===== config.mk =====
export PLATFORM = sky130hd
export DESIGN_NAME = hbfak_geom
export DESIGN_NICKNAME = d
export VERILOG_FILES = /design/src/hbfak_pkg.sv /design/src/hbfak_geom.sv
export SDC_FILE = /design/constraint.sdc
export NUM_CORES = 2
export LEC_CHECK = 0
export ABC_AREA = 1
export BUFFER_PORTS_ARGS = -buffer_cell sky130_fd_sc_hd__buf_2
export CORE_UTILIZATION = 43
export CTS_CLUSTER_SIZE = 40
export DETAILED_ROUTE_END_ITERATION = 6
export SLEW_MARGIN = 0
export SYNTH_ARGS = -nofsm -noshare
export SYNTH_HDL_FRONTEND = slang
export SYNTH_SLANG_ARGS = --single-unit

===== constraint.sdc =====
create_clock -name i_clk -period 7.15 [get_ports i_clk]
set_clock_uncertainty 0.2 [all_clocks]
set_input_delay 0.3575 -clock i_clk [delete_from_list [all_inputs] [get_ports i_clk]]
set_output_delay 0.3575 -clock i_clk [all_outputs]
set_load 0.01 [all_outputs]

===== src/hbfak_pkg.sv =====
// ============================================================================
// hbfak_pkg
// Shared widths, constants, types and helper functions for the hand box
// pipeline. The internal coordinate widths follow from the fraction bit count.
// ============================================================================
`timescale 1ns / 1ps

package hbfak_pkg;

    localparam int COORD_FRAC_BITS = 16;

    localparam int CW        = COORD_FRAC_BITS + 1;
    localparam int DW        = COORD_FRAC_BITS + 2;
    localparam int PW        = COORD_FRAC_BITS + 10;
    localparam int XW        = COORD_FRAC_BITS + 6;
    localparam int WHW       = COORD_FRAC_BITS + 10;
    localparam int SW        = COORD_FRAC_BITS + 7;
    localparam int EW        = COORD_FRAC_BITS + 12;
    localparam int NW        = COORD_FRAC_BITS + 11;
    localparam int PIX_W     = 12;
    localparam int MW        = NW + PIX_W;
    localparam int VIS_W     = 16;
    localparam int AREA_W    = 24;
    localparam int ASP_W     = 10;
    localparam int QW        = 16;
    localparam int XSH       = COORD_FRAC_BITS + 10;
    localparam int YSH       = COORD_FRAC_BITS + 6;
    localparam int DIV9_SH   = 19;
    localparam int DIV9_PW   = 32;
    localparam int CFG_IDX_W = 3;
    localparam int CFG_DW    = 24;

    localparam logic [QW-1:0] DIV9_MUL = 16'd58255;

    localparam logic signed [PW-1:0] FULL32 = PW'(64'd1 << (COORD_FRAC_BITS + 5));
    localparam logic signed [EW-1:0] XFULL  = EW'(64'd1 << (COORD_FRAC_BITS + 10));
    localparam logic signed [EW-1:0] YFULL  = EW'(64'd9 << (COORD_FRAC_BITS + 6));

    localparam logic [PIX_W-1:0]  RST_FRAME_WIDTH  = 12'd1280;
    localparam logic [PIX_W-1:0]  RST_FRAME_HEIGHT = 12'd720;
    localparam logic [VIS_W-1:0]  RST_VIS_THR      = 16'd3277;
    localparam logic [AREA_W-1:0] RST_MIN_AREA     = 24'd1024;
    localparam logic [ASP_W-1:0]  RST_ASPECT_LIMIT = 10'd307;

    typedef enum logic [CFG_IDX_W-1:0] {
        CFG_FRAME_WIDTH  = 3'd0,
        CFG_FRAME_HEIGHT = 3'd1,
        CFG_VIS_THR      = 3'd2,
        CFG_MIN_AREA     = 3'd3,
        CFG_ASPECT_LIMIT = 3'd4
    } t_cfg_idx;

    typedef struct packed {
        logic          valid;
        logic          found;
        logic [NW-1:0] x1;
        logic [NW-1:0] x2;
        logic [NW-1:0] y1;
        logic [NW-1:0] y2;
    } t_box;

    typedef struct packed {
        logic             valid;
        logic             found;
        logic             accepted;
        logic [PIX_W-1:0] left;
        logic [PIX_W-1:0] top;
        logic [PIX_W-1:0] right;
        logic [PIX_W-1:0] bottom;
    } t_result;

    function automatic logic signed [PW-1:0] min4(input logic signed [PW-1:0] a,
                                                  input logic signed [PW-1:0] b,
                                                  input logic signed [PW-1:0] c,
                                                  input logic signed [PW-1:0] d);
        logic signed [PW-1:0] m_ab;
        logic signed [PW-1:0] m_cd;
        m_ab = (b < a) ? b : a;
        m_cd = (d < c) ? d : c;
        return (m_cd < m_ab) ? m_cd : m_ab;
    endfunction

    function automatic logic signed [PW-1:0] max4(input logic signed [PW-1:0] a,
                                                  input logic signed [PW-1:0] b,
                                                  input logic signed [PW-1:0] c,
                                                  input logic signed [PW-1:0] d);
        logic signed [PW-1:0] m_ab;
        logic signed [PW-1:0] m_cd;
        m_ab = (b > a) ? b : a;
        m_cd = (d > c) ? d : c;
        return (m_cd > m_ab) ? m_cd : m_ab;
    endfunction

    function automatic logic [XW-1:0] clamp_corner(input logic signed [PW-1:0] v);
        if (v < 0) begin
            return '0;
        end else if (v > FULL32) begin
            return FULL32[XW-1:0];
        end
        return v[XW-1:0];
    endfunction

    function automatic logic [NW-1:0] clamp_edge(input logic signed [EW-1:0] v,
                                                 input logic signed [EW-1:0] hi);
        if (v < 0) begin
            return '0;
        end else if (v > hi) begin
            return hi[NW-1:0];
        end
        return v[NW-1:0];
    endfunction

endpackage


===== src/hbfak_geom.sv =====
// ============================================================================
// hbfak_geom
// Four pipeline stages from the arm keypoints to the clamped 9:16 box in
// fine normalized units: corners, bounding box, size and centre, edges.
// ============================================================================
`timescale 1ns / 1ps

module hbfak_geom (
    input  logic                       i_clk,
    input  logic                       i_rst_n,
    input  logic                       i_valid,
    input  logic [hbfak_pkg::CW-1:0]   i_elbow_x,
    input  logic [hbfak_pkg::CW-1:0]   i_elbow_y,
    input  logic [hbfak_pkg::VIS_W-1:0] i_elbow_vis,
    input  logic [hbfak_pkg::CW-1:0]   i_wrist_x,
    input  logic [hbfak_pkg::CW-1:0]   i_wrist_y,
    input  logic [hbfak_pkg::VIS_W-1:0] i_wrist_vis,
    input  logic [hbfak_pkg::VIS_W-1:0] i_vis_thr,
    output hbfak_pkg::t_box            o_box
);
    import hbfak_pkg::*;

    logic signed [PW-1:0] ex_e, ey_e, wx_e, wy_e, dx, dy;
    logic signed [PW-1:0] n1_px [4];
    logic signed [PW-1:0] n1_py [4];
    logic                 n1_found;

    logic                 r1_valid, r1_found;
    logic signed [PW-1:0] r1_px [4];
    logic signed [PW-1:0] r1_py [4];

    logic [XW-1:0] n2_xmin, n2_xmax, n2_ymin, n2_ymax;
    logic          r2_valid, r2_found;
    logic [XW-1:0] r2_xmin, r2_xmax, r2_ymin, r2_ymax;

    logic [XW-1:0]  bw, bh;
    logic [WHW-1:0] wa, wb, n3_wh;
    logic [SW-1:0]  n3_xs, n3_ys;
    logic           r3_valid, r3_found;
    logic [WHW-1:0] r3_wh;
    logic [SW-1:0]  r3_xs, r3_ys;

    logic signed [EW-1:0] xs_e, ys_e, wh_e, xc16, yc9;
    logic [NW-1:0]        n4_x1, n4_x2, n4_y1, n4_y2;
    logic                 r4_valid, r4_found;
    logic [NW-1:0]        r4_x1, r4_x2, r4_y1, r4_y2;

    always_comb begin
        ex_e = $signed(PW'(i_elbow_x));
        ey_e = $signed(PW'(i_elbow_y));
        wx_e = $signed(PW'(i_wrist_x));
        wy_e = $signed(PW'(i_wrist_y));
        dx   = wx_e - ex_e;
        dy   = wy_e - ey_e;
        n1_px[0] = (wx_e <<< 5) + (dy <<< 3) + dy;
        n1_py[0] = (wy_e <<< 5) - (dx <<< 3) - dx;
        n1_px[1] = (wx_e <<< 5) - (dy <<< 3) - dy;
        n1_py[1] = (wy_e <<< 5) + (dx <<< 3) + dx;
        n1_px[2] = n1_px[0] + (dx <<< 5);
        n1_py[2] = n1_py[0] + (dy <<< 5);
        n1_px[3] = n1_px[1] + (dx <<< 5);
        n1_py[3] = n1_py[1] + (dy <<< 5);
        n1_found = (i_elbow_vis > i_vis_thr) && (i_wrist_vis > i_vis_thr)
                   && ((dx != '0) || (dy != '0));
    end

    always_comb begin
        n2_xmin = clamp_corner(min4(r1_px[0], r1_px[1], r1_px[2], r1_px[3]));
        n2_xmax = clamp_corner(max4(r1_px[0], r1_px[1], r1_px[2], r1_px[3]));
        n2_ymin = clamp_corner(min4(r1_py[0], r1_py[1], r1_py[2], r1_py[3]));
        n2_ymax = clamp_corner(max4(r1_py[0], r1_py[1], r1_py[2], r1_py[3]));
    end

    always_comb begin
        bw    = r2_xmax - r2_xmin;
        bh    = r2_ymax - r2_ymin;
        wa    = WHW'(bw) << 4;
        wb    = (WHW'(bh) << 3) + WHW'(bh);
        n3_wh = (wa > wb) ? wa : wb;
        n3_xs = SW'(r2_xmin) + SW'(r2_xmax);
        n3_ys = SW'(r2_ymin) + SW'(r2_ymax);
    end

    always_comb begin
        xs_e  = $signed(EW'(r3_xs));
        ys_e  = $signed(EW'(r3_ys));
        wh_e  = $signed(EW'(r3_wh));
        xc16  = xs_e <<< 4;
        yc9   = (ys_e <<< 3) + ys_e;
        n4_x1 = clamp_edge(xc16 - wh_e, XFULL);
        n4_x2 = clamp_edge(xc16 + wh_e, XFULL);
        n4_y1 = clamp_edge(yc9 - wh_e, YFULL);
        n4_y2 = clamp_edge(yc9 + wh_e, YFULL);
    end

    always_ff @(posedge i_clk) begin
        if (!i_rst_n) begin
            r1_valid <= 1'b0;
            r2_valid <= 1'b0;
            r3_valid <= 1'b0;
            r4_valid <= 1'b0;
        end else begin
            r1_valid <= i_valid;
            r2_valid <= r1_valid;
            r3_valid <= r2_valid;
            r4_valid <= r3_valid;
        end
    end

    always_ff @(posedge i_clk) begin
        r1_found <= n1_found;
        r1_px    <= n1_px;
        r1_py    <= n1_py;
        r2_found <= r1_found;
        r2_xmin  <= n2_xmin;
        r2_xmax  <= n2_xmax;
        r2_ymin  <= n2_ymin;
        r2_ymax  <= n2_ymax;
        r3_found <= r2_found;
        r3_wh    <= n3_wh;
        r3_xs    <= n3_xs;
        r3_ys    <= n3_ys;
        r4_found <= r3_found;
        r4_x1    <= n4_x1;
        r4_x2    <= n4_x2;
        r4_y1    <= n4_y1;
        r4_y2    <= n4_y2;
    end

    assign o_box = '{valid: r4_valid, found: r4_found,
                     x1: r4_x1, x2: r4_x2, y1: r4_y1, y2: r4_y2};

endmodule


==> impl_metrics.env <==
export IMPL_via_per_inst=4.99
export IMPL_grt_pass1_vias=33200
export IMPL_status="finished, final reports clean"
export IMPL_worstHoldEndpoint="r1_py[98]$_DFF_P_"
export IMPL_clock_path_buffers=3
export IMPL_floorplan_initialDensity=0.437
export IMPL_coreArea_mm2=0.0906
export IMPL_dp_hpwl_mm=95.6
export IMPL_grt_ovfl_total=0
export IMPL_fillerInstances=9196
export IMPL_synth_seq_cells=458
export IMPL_post_route_min_period_ns=6.50
export IMPL_grt_first_pass_wirelength_mm=174
export IMPL_drt_first_pass_iters=6
export IMPL_grt_util_met2=0.388
export IMPL_synthArstFlopShare=0
export IMPL_numCtsBuffers=52
export IMPL_ys_types=51
export IMPL_crit_top_cell="nand2_1"
export IMPL_r2r_cells=29
export IMPL_tightestPinTransition_ns=0.812
export IMPL_clk_pin_slew_ns=0.06
export IMPL_dieWidth_um=305
export IMPL_rrSetupSlack_ns=0.65
export IMPL_finalHoldViolations=0
export IMPL_die_y_um=305
export IMPL_wl_mm=110
export IMPL_r2r_start="r1_py[102]$_DFF_P_"
export IMPL_num_vias=34200
export IMPL_tritoncts="yes"
export IMPL_use_met3=0.0259
export IMPL_min_from="i_wrist_y[15]"
export IMPL_ctsRootBufferMaster="clkbuf_16"
export IMPL_rows=110
export IMPL_multi_input_area_mm2=0.0264
export IMPL_grt_use_total=0.233
export IMPL_wl_per_cell_um=16.1
export IMPL_globalplace_congestion=0.934
export IMPL_port_buffer_count=228
export IMPL_syn_area_mm2=0.0396
export IMPL_crit_type="reg -> reg"
export IMPL_seq_area_mm2=0.00917
export IMPL_synthFlopType="dfxtp_1"
export IMPL_worst_ep_required_time_ns=7.47
export IMPL_final_common_cell="nand2_1"
export IMPL_crit_arrival_ns=6.82
export IMPL_dieArea_mm2=0.0932
export IMPL_syn_area_per_cell_um2=7.36
export IMPL_drt_iter0_drc=1840
export IMPL_busiest_layer="met2"
export IMPL_critPathLaunchType="register"
export IMPL_drive_gt1_frac=0.0934
export IMPL_rsz0062_at_grt="no"
export IMPL_min_period_over_period=0.909
export IMPL_synth_area_top_cells="dfxtp_1, ha_1, nand2_1"
export IMPL_ios=229
export IMPL_setup_tns_ns=0
export IMPL_final_cell_mix="nand2_1, inv_1, ha_1"
export IMPL_nNetsFinal=6521
export IMPL_hold_class="in -> reg"
export IMPL_antenna_cells=0
export IMPL_slowest_delay_ns=0.44
export IMPL_cts_max_level=2
export IMPL_maxCapViolations=0
export IMPL_slew_headroom=0.458
export IMPL_end_kind="register"
export IMPL_ant_nets=0
export IMPL_cts_sinks=458
export IMPL_area_growth_pct=11.8
export IMPL_drv_slew=0
export IMPL_met1_usage=0.296
export IMPL_yosys_warnings=0
export IMPL_setup_violations_final=0
export IMPL_antenna_found_initial=1
export IMPL_max_freq_mhz=154
export IMPL_synth_edff_count=0
export IMPL_grt_max_degree=37
export IMPL_slowest_stage="o21ai_0"
export IMPL_drc=0
export IMPL_synth_cells=5376
export IMPL_yosys_area_top_type="dfxtp_1"
export IMPL_r2r_end="r2_ymin[12]$_SDFF_PP0_"
export IMPL_hold_depth=3
export IMPL_ys_seq_area_frac=0.232
export IMPL_critPathMaxFanout=33
export IMPL_synth_top_area_share=0.232
export IMPL_clock_latency_ns=0.60
==> routing by layer <==
layer	up-vias	routed length, um
li1	18000	-
met3	215	4560
met5	-	0
met4	0	6330
met2	813	48800
met1	15200	50600
==> kinds of logic (layout without fill, tap and decap cells) <==
kind of cell	count (synthesis)	after routing	synth area share
other cells	1	2	0.0000948
simple gates	1703	1703	0.184
compound gates	1052	1052	0.144
xor+xnor	392	392	0.0868
fa+ha+maj	755	755	0.253
buf+inv	1015	1323	0.101
flops	458	458	0.232
==> registers in the layout, summed over array words and instances, names as in the netlist <==
register,count
r2_xmax,22
r1_px,91
r1_found,1
r4_x2,27
r3_valid,1
r4_valid,1
r2_valid,1
r1_valid,1
r4_found,1
r3_found,1
r2_ymax,22
r2_xmin,22
r3_ys,23
r2_ymin,22
r2_found,1
r1_py,91
r4_y1,27
r4_y2,27
r4_x1,27
r3_xs,23
r3_wh,26
==> synth_stat cells, types with 2 or more instances <==
cell type,count
buf_6,16
o21a_1,6
nor3_1,25
nand2_1,891
o21ai_1,26
ha_1,678
fa_1,77
nand3_1,190
nand3_2,9
nand3_4,3
clkbuf_1,86
inv_1,883
a211oi_1,14
nor2_1,388
dfxtp_1,458
o31ai_1,15
nor2_2,44
a21boi_0,7
a21boi_1,7
o21ai_2,5
or2_2,19
o21ai_0,345
clkinv_1,3
nor4_1,16
o221ai_1,6
xor2_1,332
a21o_1,19
buf_2,13
xnor2_1,60
buf_4,8
a31oi_1,17
nand4_1,101
a21oi_1,526
inv_2,4
a21oi_2,2
a221oi_1,6
o2111ai_1,2
nand2_2,13
o21bai_1,29
o211ai_1,12
a21boi_2,5
==> critical path, delay by kind of cell (launching register included) <==
kind / cells / cell delay (ns)
fa+ha+maj: 2 / 0.78
compound gates: 3 / 1.05
xor+xnor: 1 / 0.31
simple gates: 17 / 2.41
buf+inv: 6 / 1.25
flops: 1 / 0.38
==> worst max path at each step <==
stage	startpoint	endpoint	slack [ns]	depth (start not counted)
2_1_floorplan	i_elbow_y[2]	r1_px[50]$_DFF_P_	0.76	33
3_3_place_gp	i_wrist_x[0]	r1_py[25]$_DFF_P_	0.29	37
3_5_place_dp	i_wrist_x[0]	r1_py[25]$_DFF_P_	0.18	37
4_1_cts	r1_py[102]$_DFF_P_	r2_ymin[12]$_SDFF_PP0_	0.67	29
5_1_grt	i_wrist_x[0]	r1_py[50]$_DFF_P_	0.04	40
6_report	r1_py[102]$_DFF_P_	r2_ymin[12]$_SDFF_PP0_	0.65	29
==> metrics by stage <==
step           std cells   util  setup WS [ns]  hold slack, ns  area (um^2)
2_1_floorplan       5377      -          0.758           0.110        39600
5_1_grt             6861  0.488         0.0445          0.0689        44200
4_1_cts             6859  0.488          0.666          0.0350        44200
6_report            6861  0.488          0.648          0.0656        44200
3_5_place_dp        6763  0.468          0.183           0.113        42400
3_3_place_gp        6763  0.468          0.291           0.112        42400
==> cell type report <==
cell class                      instances  share of cell area
Inverter                              890              0.0756
Clock inverter                         29             0.00821
Multi-Input combinational cell       3904               0.598
Sequential cell                       458               0.207
Timing Repair Buffer                  341              0.0464
Tap cell                             1176              0.0333
Clock buffer                           63              0.0315
==> what timing repair did <==
item	CTS	global route
buffers inserted	0	2
hold endpoints to repair	5	0
hold buffers	4	0
resized for setup	0	0
endpoints found under the setup margin	0	1
Power is left out: the tool's default activity adds up to more than one toggle a clock period on the data nets, which glitch-free logic cannot reach.
